===== src/rtl/bpa_ram.sv =====
// ----------------------------------------------------------------------------
// bpa_ram
// Generic single-port-write, single-port-read RAM with a registered read.
// ----------------------------------------------------------------------------
module bpa_ram #(
	parameter int WIDTH = 8,
	parameter int DEPTH = 16
) (
	input  logic                     clk,
	input  logic                     we,
	input  logic [$clog2(DEPTH)-1:0] waddr,
	input  logic [WIDTH-1:0]         wdata,
	input  logic                     re,
	input  logic [$clog2(DEPTH)-1:0] raddr,
	output logic [WIDTH-1:0]         rdata
);

	logic [WIDTH-1:0] mem_q [DEPTH];

	// write port
	always_ff @(posedge clk) begin
		if (we) begin
			mem_q[waddr] <= wdata;
		end
	end

	// registered read port
	always_ff @(posedge clk) begin
		if (re) begin
			rdata <= mem_q[raddr];
		end
	end

endmodule


===== config.mk =====
export PLATFORM = sky130hd
export DESIGN_NAME = bpa_ram
export DESIGN_NICKNAME = d
export VERILOG_FILES = /design/src/rtl/bpa_ram.sv
export SDC_FILE = /design/constraint.sdc
export NUM_CORES = 1
export LEC_CHECK = 0
export ABC_AREA = 0
export BUFFER_PORTS_ARGS = -buffer_cell sky130_fd_sc_hd__buf_4
export CAP_MARGIN = 20
export CORE_MARGIN = 2
export CORE_UTILIZATION = 57
export CTS_BUF_LIST = sky130_fd_sc_hd__clkbuf_2 sky130_fd_sc_hd__clkbuf_4 sky130_fd_sc_hd__clkbuf_8
export CTS_CLUSTER_DIAMETER = 150
export CTS_CLUSTER_SIZE = 10
export DETAILED_ROUTE_END_ITERATION = 7
export PLACE_DENSITY = 0.78
export SYNTH_ARGS = -nofsm -noshare
export SYNTH_HDL_FRONTEND = slang
export SYNTH_SLANG_ARGS = --single-unit

===== constraint.sdc =====
create_clock -name clk -period 1.55 [get_ports clk]
set_clock_uncertainty 0.05 [all_clocks]
set_input_delay 0.0775 -clock clk [delete_from_list [all_inputs] [get_ports clk]]
set_output_delay 0.0775 -clock clk [all_outputs]
set_load 0.05 [all_outputs]

# After elaboration in Yosys (flattened, before gate mapping)
# Memories as Yosys holds them, arrays and structs flattened. A register that Yosys moved wholly into a read port is not among the register bits.
# Index checks and enable logic that the tools add are counted.
# word_totals
n_memories	1
regBits	0
ram_bits	128
# classes
muxes	2
# memory_table
memory	depth	word_bits	rd	rd_ports_with_merged_regs	write_ports	line	source
mem_q	16	8	1	1	1	18	logic [WIDTH-1:0] mem_q [DEPTH];
# op_table
operator	n
1-bit two-way mux	2

# Logic depth before layout (Yosys ltp)
# Gate-level depths: netlist (run 1).
# depth
word_depth	2
depth_mapped	5
ltp_nobuf	3

# Worst setup path after synthesis (run 1)
# Ideal clock, no wire load.
# synth_timing
path_kind	input-to-reg
start	input port waddr[2]
end	memory mem_q[0][0], enable pin
arrival_ns	1.187
slack_ns	-0.070
stages	2
path_cell_list	or3b_2 > nor3_1
# synth_lines
element	line	source
start, declared	11	input logic [$clog2(DEPTH)-1:0] waddr,
end, declared	18	
# No word-level cell before the write port.

==> metrics.md, run 1 <==
| Metric | Value |
|---|---|
| Vias | `2534` |
| Setup CP Type | `register to register` |
| Post-synth ARST share | `0` |
| DP HPWL | `6.45 mm` |
| Design area | `around 6300 um2` |
| Tmin final | `1530 ps` |
| Initial antenna violation count | `0` |
| CP max stage delay | `470 ps` |
| EDFF count, synth | `136` |
| Max_slew headroom | `0.680` |
| Row count | `34` |
| Number of max-cap violations | `0` |
| WP data required | `1660 ps` |
| Clk Latency, worst-skew pair | `430 ps` |
| Final GP Congestion | `0.734` |
| Startpoint types | `register` |
| Sequential share of the synthesized area | `0.781` |
| Critical-path top delay cell | `mux4_2` |
| Largest net degree at the start of global routing | `19` |
| Post-DRT Antenna Nets | `0` |
| Via density | `5.93` |
| DIE AREA | `9950 um2` |
| Setup-failing EPs final | `0` |
| Final Util | `0.711` |
| FILL cells | `512` |
| Port Buffer Count | `26` |
| Die span in x | `99.8 um` |
| Crit end category | `register` |
| Mapped Nets | `about 250` |
| Core area | `8810 um2` |
| Crit Path Max Fanout | `1` |
| Pleak | `between 2 and 2.5 nW` |
| DP Cell Count | `387` |
| Bufs and invs on worst path | `0` |
| 1st-iter DRT viols | `201` |
| Vias in the first global route | `~2.7k` |
| Crit path cell chain | `mux4_2 -> a22oi_2 -> nand2_1` |
| RSZ-0062 raised after global routing | `true` |
| Post-synthesis cell area | `5230 um2` |
| Overflow after GRT | `0` |
| WL/cell | `23.2 um` |
| Fin cells | `427` |
| Final #Nets | `between 300 and 400` |
| Root buffer cell | `clkbuf_8` |
| #FFs+latches synth | `136` |
| Ys Warns | `0` |
| Pre-antenna DRT Iters | `4` |
| Status | `complete, no violations` |
| Synth Instances | `229` |
| Slew Limit Fails | `0` |
| Final antenna diode count | `0` |
| Max Freq | `about 650 MHz` |
| Count of final hold-check violations | `0` |
| Synthesized area per cell | `22.8 um2` |
| Worst-path clk slew | `80 ps` |
| Final wirelength | `just under 10 mm` |
| Tightest Pin Transition | `between 400 and 500 ps` |
| Setup TNS | `0 ps` |
| Pwr Total | `7.48 mW` |
| Area grow syn2layout | `19.8%` |
| GRT Overall Usage | `0.224` |
| Dpl cell area | `approximately 5800 um2` |
| Post-route DRC | `0` |
| CTS tree | `yes` |
| Hold Crit Class | `primary input to register` |
| Critical path's top delay family | `multiplexers` |
| Max rail drop VDD | `0.000575 V` |
| # IOs | `27` |
| Clock sink count | `136` |
| Main flop type after synthesis | `edfxtp_1` |
| Final Cycle Share | `0.985` |
| First-pass GRT wire length | `approximately 15 mm` |
| Initial core utilization | `0.594` |
| CTS buffer count | `17` |
| Yosys cell types | `18` |
| Arrival @ worst endpoint | `1630 ps` |
| Die height | `99.8 um` |
| Cell area power density | `1190 nW/um2` |
| CTS H-tree depth | `4` |
| Max clock buf depth | `2` |
| Layout cells sized above 1 | `0.379` |
-- report_power, final --
part | total [mW] | internal [mW] | switching [mW]
registers | 4.16 | 4.14 | 0.0246
logic | 0.524 | 0.235 | 0.290
clock network | 2.79 | 1.43 | 1.36
total | 7.48 | 5.80 | 1.68
-- cell usage after synthesis, types with 2 or more instances --
library cell / instances / share of area
nand2b_1: 2 / 0.0024
mux4_2: 18 / 0.078
nand3b_1: 2 / 0.0029
edfxtp_1: 136 / 0.78
nor3_1: 4 / 0.0038
buf_6: 3 / 0.0065
nand2_1: 9 / 0.0065
a22oi_1: 16 / 0.023
clkdlybuf4s25_2: 3 / 0.0057
mux4_1: 14 / 0.070
buf_2: 3 / 0.0029
nor2_1: 13 / 0.0093
-- final cells by class --
cell class / count / area, um2 / share of cell area
Sequential cell: 136 / 4080 / 0.652
Multi-Input combinational cell: 83 / 1090 / 0.174
Timing Repair Buffer: 68 / 571 / 0.0911
Clock buffer: 17 / 234 / 0.0373
Clock inverter: 15 / 154 / 0.0246
Tap cell: 108 / 135 / 0.0216
-- kinds of logic (layout without fill, tap and decap cells) --
logic type,after synthesis,after routing,share of synthesized area
DFF,136,136,0.781
and+or+nand+nor,35,35,0.0314
muxes,32,32,0.148
AOI/OAI and AO/OA,16,16,0.0230
buffers and inverters,10,100,0.0165
-- final timing paths --
| path | startpoint | end | slack (ps) | cells after the start |
|---|---|---|---|---|
| max | mem_q[8][6] | rdata[6] | 20 | 3 |
| min | waddr[0] | mem_q[0][6] | 130 | 3 |
| max reg2reg | mem_q[8][6] | rdata[6] | 20 | 3 |
| min reg2reg | mem_q[15][7] | rdata[7] | 710 | 3 |
-- stage by stage --
| step | setup WS [ps] | hold WS, ps |
|---|---|---|
| finish | 23.1 | 126 |
| global route | -18.3 | 115 |
| CTS | 8.14 | 113 |
| detailed placement | -183 | 340 |
| global placement | -166 | 333 |
| floorplan | 140 | 126 |
-- flip-flops by register name (all words and copies together) (netlist names) --
name and count:
rdata 8, mem_q 128
-- metal layers --
| metal | wire (um) | vias to the layer above | track usage |
|---|---|---|---|
| met1 | 3950 | 1281 | 0.296 |
| met3 | 738 | 8 | 0.0583 |
| li1 | - | 1131 | - |
| met4 | 123 | 0 | 0.0832 |
| met5 | 0 | - | 0 |
| met2 | 5080 | 114 | 0.367 |
-- placed cells by master (no fill, tap or decap), types with 2 or more instances in the layout --
cell           instances
a22oi_1                8
a22oi_2                8
buf_12                 3
buf_4                 56
bufinv_16              2
clkbuf_8              17
clkinv_1               2
clkinv_4               3
clkinvlp_4             5
dlygate4sd3_1          9
edfxtp_1             136
inv_6                  2
mux4_1                10
mux4_2                22
nand2_1                9
nand2b_1               2
nand3b_1               2
nor2_1                13
nor3_1                 3
-- tightest hold or removal path, stage by stage --
cell and delay (ps):
buf_4 120, nor3_2 50, buf_4 170
-- what timing repair did --
item                                   CTS  global route
setup endpoints to repair                3             6
buffers inserted                         0             0
gates resized for setup                  4             8
hold buffers                             9             0
pin swaps                                2             1
endpoints found under the hold margin  136             0
No activity file was read; power rests on OpenSTA's default activity.
==> inputs of run 2 (changes only) <==
==> constraint.sdc (replaced) <==
create_clock -name clk -period 1.55 [get_ports clk]
set_clock_uncertainty 0.05 [all_clocks]
set_input_delay 0 -clock clk [delete_from_list [all_inputs] [get_ports clk]]
set_output_delay 0 -clock clk [all_outputs]
set_load 0.05 [all_outputs]
==> run 2 against run 1 <==
Combinational power down 2%. Count of clock-buffer cells in the layout did not move. Non-clock buffer count shrank 8. Flip-flop and latch count is the same. Total power shrank 0.59%. Via count increased by 1.9%. Maximum frequency hardly changed. Register-to-register slack hardly changed.
==> metrics.md, run 2 (synthesized netlist as in run 1, its figures left out) <==
| Metric | Value |
|---|---|
| Layout cells sized above 1 | `0.347 (was 0.379)` |
| GR Layer Usage met2 | `0.322 (was 0.367)` |
| Pre-antenna DRT Iters | `4 (unchanged)` |
| Max clock buf depth | `2 (unchanged)` |
| Pleak | `2.11 nW (was 2.12 nW)` |
| RSZ-0062 raised after global routing | `true (unchanged)` |
| Number of max-cap violations | `0 (unchanged)` |
| Vias in the first global route | `2581 (was 2737)` |
| Cell area power density | `1190 nW/um2 (about the same)` |
| M3 GR Usage | `0.0555 (was 0.0583)` |
| Max Freq | `655 MHz (about the same)` |
| CTS tree | `yes (unchanged)` |
| Root buffer cell | `clkbuf_8 (unchanged)` |
| M1 GR Usage | `0.326 (was 0.296)` |
| WP data required | `1680 ps (was 1660 ps)` |
| Post-DRT Antenna Nets | `0 (unchanged)` |
| Startpoint types | `register (unchanged)` |
| Initial core utilization | `0.594 (unchanged)` |
| CTS buffer count | `17 (unchanged)` |
| Final Cycle Share | `0.984 (was 0.985)` |
| Worst-path clk slew | `80 ps (about the same)` |
| # IOs | `27 (unchanged)` |
| Dpl cell area | `5720 um2 (was 5770 um2)` |
| Largest register FFs | `128 (unchanged)` |
| R2R Setup Slk | `20 ps (about the same)` |
| Core area | `8810 um2 (unchanged)` |
| Critical path's top delay family | `multiplexers (unchanged)` |
| CTS H-tree depth | `4 (unchanged)` |
| Clk Latency, worst-skew pair | `420 ps (was 430 ps)` |
| GRT Overall Usage | `0.219 (was 0.224)` |
| DP HPWL | `6.18 mm (was 6.45 mm)` |
| Initial antenna violation count | `0 (unchanged)` |
| Top Registers | `mem_q x128, rdata x8 (unchanged)` |
| Final GP Congestion | `0.774 (was 0.734)` |
| Hold Crit Class | `primary input to register (unchanged)` |
| Row count | `34 (unchanged)` |
| Overflow after GRT | `0 (unchanged)` |
| Port Buffer Count | `26 (unchanged)` |
| Crit end category | `register (unchanged)` |
| First-pass GRT wire length | `15.2 mm (was 15.5 mm)` |
| Commonest non-fill, non-tap cell in the layout | `edfxtp_1 (unchanged)` |
| Status | `complete, no violations (unchanged)` |
| Tightest Pin Transition | `452 ps (was 480 ps)` |
| Post-route DRC | `0 (unchanged)` |
| FILL cells | `504 (was 512)` |
| Max_slew headroom | `0.699 (was 0.680)` |
| Final Util | `0.707 (was 0.711)` |
| Commonest cells after routing, fill and taps aside | `edfxtp_1 (136), buf_4 (46), mux4_2 (19) (was edfxtp_1 (136), buf_4 (56), mux4_2 (22))` |
| Hold Slack | `55.1 ps (was 126 ps)` |
| Crit path cell chain | `mux4_2 -> a22oi_2 -> nand2_1 (unchanged)` |
| DIE AREA | `9950 um2 (unchanged)` |
| Setup CP Type | `register to register (unchanged)` |
| Crit Path Max Fanout | `1 (unchanged)` |
| Area grow syn2layout | `19.0% (was 19.8%)` |
| DP Cell Count | `378 (was 387)` |
| Final antenna diode count | `0 (unchanged)` |
| Vias | `2581 (was 2534)` |
| Clock sink count | `136 (unchanged)` |
| Largest net degree at the start of global routing | `17 (was 19)` |
| Slew Limit Fails | `0 (unchanged)` |
| Die span in x | `99.8 um (unchanged)` |
| CP max stage delay | `510 ps (was 470 ps)` |
| Via density | `6.16 (was 5.93)` |
| Setup-failing EPs final | `0 (unchanged)` |
| Critical-path top delay cell | `mux4_2 (unchanged)` |
| Count of final hold-check violations | `0 (unchanged)` |
| Design area | `6220 um2 (was 6260 um2)` |
| WL/cell | `23.5 um (was 23.2 um)` |
| Bufs and invs on worst path | `0 (unchanged)` |
| Max rail drop VDD | `0.000724 V (was 0.000575 V)` |
| Tmin final | `1530 ps (about the same)` |
| Die height | `99.8 um (unchanged)` |
| Fin cells | `419 (was 427)` |
| Setup bufs post-CTS | `0 (unchanged)` |
| Final #Nets | `317 (was 325)` |
| Final wirelength | `9.84 mm (was 9.90 mm)` |
| Grt peak-use layer | `met1 (was met2)` |
| 1st-iter DRT viols | `355 (was 201)` |
| Biggest register | `mem_q (unchanged)` |
| Arrival @ worst endpoint | `1650 ps (was 1630 ps)` |
## run 2: routing by layer
metal | wire length [um] | share of wire
met3 | 734 | 0.075
met1 | 4030 | 0.41
met5 | 0 | 0
met4 | 233 | 0.024
met2 | 4840 | 0.49
## run 2: through the flow
stage	setup slack (ps)	power, mW	TNS [ps]
6_report	24.1	7.44	0
5_1_grt	-11.3	7.67	-11.3
4_1_cts	0.538	7.47	0
3_5_place_dp	-25.9	4.73	-25.9
3_3_place_gp	-7.46	4.71	-7.47
2_1_floorplan	7.13	4.51	0
## run 2: what timing repair did
| item | in CTS | in global routing |
|---|---|---|
| pin swaps | 0 | 2 |
| endpoints found under the hold margin | 136 | 0 |
| setup endpoints to repair | 1 | 7 |
| hold buffers | 9 | 0 |
| resized for setup | 1 | 6 |
## run 2: final timing paths
| kind | start | end | cells past startpoint |
|---|---|---|---|
| worst min-delay path | waddr[0] | mem_q[8][4] | 3 |
| worst max register to register | mem_q[7][4] | rdata[4] | 3 |
| worst max-delay path | mem_q[7][4] | rdata[4] | 3 |
| worst min register to register | mem_q[13][7] | rdata[7] | 3 |
## run 2: worst min-delay path, cell delays in order
cell and delay (ps):
buf_4 120, nor3_1 50, buf_4 170
## run 2: final cells by class
class | instances | area, um2 | share of cell area
clock buffer | 17 | 234 | 0.0376
clock inverter | 15 | 150 | 0.0241
multi-input combinational | 83 | 1080 | 0.174
sequential | 136 | 4080 | 0.656
tap | 108 | 135 | 0.0217
timing repair buffer | 60 | 536 | 0.0861
## run 2: where the power goes
group | internal [mW] | switching [mW]
registers | 4.14 | 0.0251
clock network | 1.43 | 1.33
logic | 0.226 | 0.288
==> inputs of run 3 (changes only) <==
Settings changed: CORE_ASPECT_RATIO from default to 0.75.
==> run 3 against run 2 <==
Clock power is 4% higher. Non-clock buffer count is 1 lower. Count of clock-buffer cells in the layout is 1 higher. Cell count is 0.72% higher. Via count is 3.9% lower. Combinational power is 4.3% lower. Routed wire length is 1.1% lower. Flip-flop and latch count stayed put. Critical path type unchanged.
==> metrics.md, run 3 (synthesized netlist as in run 1, its figures left out) <==
| Metric | Value |
|---|---|
| Status | `complete, no violations (unchanged)` |
| Port Buffer Count | `26 (unchanged)` |
| Combinational power share | `0.065 (was 0.069)` |
| Hold Crit Class | `primary input to register (unchanged)` |
| Post-route DRC | `0 (unchanged)` |
| WL/cell | `23.1 um (was 23.5 um)` |
| Commonest cells after routing, fill and taps aside | `edfxtp_1 (136), buf_4 (48), mux4_2 (19) (was edfxtp_1 (136), buf_4 (46), mux4_2 (19))` |
| Pwr Total | `7.53 mW (was 7.44 mW)` |
| Internal | `5.94 mW (was 5.79 mW)` |
| Layout cells sized above 1 | `0.335 (was 0.347)` |
| Pre-antenna DRT Iters | `4 (unchanged)` |
| Via density | `5.88 (was 6.16)` |
| DIE AREA | `9960 um2 (was 9950 um2)` |
| Overflow after GRT | `0 (unchanged)` |
| Top Registers | `mem_q x128, rdata x8 (unchanged)` |
| Area grow syn2layout | `18.3% (was 19.0%)` |
| Arrival @ worst endpoint | `1640 ps (was 1650 ps)` |
| Slew Limit Fails | `0 (unchanged)` |
| # IOs | `27 (unchanged)` |
| Final WS setup | `38.3 ps (was 24.1 ps)` |
| Die span in x | `115 um (was 99.8 um)` |
| Clock sink count | `136 (unchanged)` |
| Core area | `8970 um2 (was 8810 um2)` |
| Largest register FFs | `128 (unchanged)` |
| First-pass GRT wire length | `14.6 mm (was 15.2 mm)` |
| Startpoint types | `register (unchanged)` |
| Setup TNS | `0 ps (unchanged)` |
| Final wirelength | `9.73 mm (was 9.84 mm)` |
| Dpl ws | `-34.5 ps (was -25.9 ps)` |
| WP data required | `1680 ps (about the same)` |
| Clk Latency, worst-skew pair | `430 ps (was 420 ps)` |
| Initial antenna violation count | `0 (unchanged)` |
| Commonest non-fill, non-tap cell in the layout | `edfxtp_1 (unchanged)` |
| Crit Path Max Fanout | `1 (unchanged)` |
| Worst-path clk slew | `70 ps (was 80 ps)` |
| GRT Overall Usage | `0.219 (about the same)` |
| Initial core utilization | `0.583 (was 0.594)` |
| Hold Slack | `40.8 ps (was 55.1 ps)` |
| CTS tree | `yes (unchanged)` |
| Die height | `86.9 um (was 99.8 um)` |
| Largest net degree at the start of global routing | `17 (unchanged)` |
| Clock power share | `0.382 (was 0.371)` |
| Final Cycle Share | `0.975 (was 0.984)` |
| 1st-iter DRT viols | `215 (was 355)` |
| RSZ-0062 raised after global routing | `false (was true)` |
| Max rail drop VDD | `0.000742 V (was 0.000724 V)` |
| Count of final hold-check violations | `0 (unchanged)` |
| CTS buffer count | `17 (unchanged)` |
| Biggest register | `mem_q (unchanged)` |
| Row count | `30 (was 34)` |
| Max Freq | `662 MHz (was 655 MHz)` |
| Max clock buf depth | `2 (unchanged)` |
| FILL cells | `562 (was 504)` |
| Pleak | `2.10 nW (was 2.11 nW)` |
| Final antenna diode count | `0 (unchanged)` |
| Setup-failing EPs final | `0 (unchanged)` |
| CTS H-tree depth | `4 (unchanged)` |
| Final #Nets | `316 (was 317)` |
| Setup bufs post-CTS | `0 (unchanged)` |
| Setup CP Type | `register to register (unchanged)` |
| Vias | `2481 (was 2581)` |
| Tightest Pin Transition | `412 ps (was 452 ps)` |
| Vias in the first global route | `2467 (was 2581)` |
| Crit end category | `register (unchanged)` |
| Post-DRT Antenna Nets | `0 (unchanged)` |
| Number of max-cap violations | `0 (unchanged)` |
| Final GP Congestion | `0.766 (was 0.774)` |
| Sequential Power Share | `0.553 (was 0.560)` |
| Final Util | `0.689 (was 0.707)` |
| Cell area power density | `1220 nW/um2 (was 1190 nW/um2)` |
| Switching Fraction | `0.212 (was 0.221)` |
| Net Switching | `1.59 mW (was 1.64 mW)` |
| Root buffer cell | `clkbuf_8 (unchanged)` |
| Max_slew headroom | `0.725 (was 0.699)` |
| DP HPWL | `6.41 mm (was 6.18 mm)` |
| Tmin final | `1510 ps (was 1530 ps)` |
==> run 3: final cells by class <==
type,count,area (um2),area share
clock inverter,14,158,0.0255
clock buffer,18,241,0.0391
tap,112,140,0.0227
multi-input combinational,83,1070,0.173
timing repair buffer,59,490,0.0793
sequential,136,4080,0.661
==> run 3: per-stage QoR <==
stage,instances,cell area [um2]
floorplan,229,5230
global placement,381,5680
detailed placement,381,5680
CTS,422,6180
global route,422,6180
finish,422,6180
==> run 3: per-layer routing <==
| metal | global-route usage | part of all wire | up-vias |
|---|---|---|---|
| met5 | 0 | 0 | - |
| met4 | 0.0865 | 0.016 | 0 |
| met3 | 0.0717 | 0.085 | 13 |
| met2 | 0.310 | 0.46 | 104 |
| met1 | 0.323 | 0.43 | 1248 |
| li1 | - | - | 1116 |
==> run 3: timing repair <==
action                     CTS  global route
resized for setup            2             2
hold buffers                 9             0
hold endpoints to repair   136             0
setup endpoints to repair    2             1
==> run 3: final timing paths <==
| check | startpoint | endpoint | slack (ps) | cells past startpoint |
|---|---|---|---|---|
| setup reg to reg | mem_q[3][4] | rdata[4] | 40 | 3 |
| setup / recovery | mem_q[3][4] | rdata[4] | 40 | 3 |
| hold / removal | waddr[0] | mem_q[0][6] | 40 | 3 |
| hold reg to reg | mem_q[14][2] | rdata[2] | 700 | 3 |
==> run 3: power by group through the flow <==
| stage | logic, mW | registers [mW] | clock network, mW |
|---|---|---|---|
| 5_1_grt | 0.527 | 4.17 | 3.10 |
| 6_report | 0.492 | 4.16 | 2.87 |
| 4_1_cts | 0.495 | 4.16 | 2.93 |
| 3_5_place_dp | 0.473 | 4.24 | 0 |
| 3_3_place_gp | 0.460 | 4.24 | 0 |
| 2_1_floorplan | 0.209 | 4.30 | 0 |
==> run 3: critical path, stage by stage (launching register included) <==
cell	delay [ps]
edfxtp_1	380
mux4_2	500
a22oi_2	240
nand2_1	90
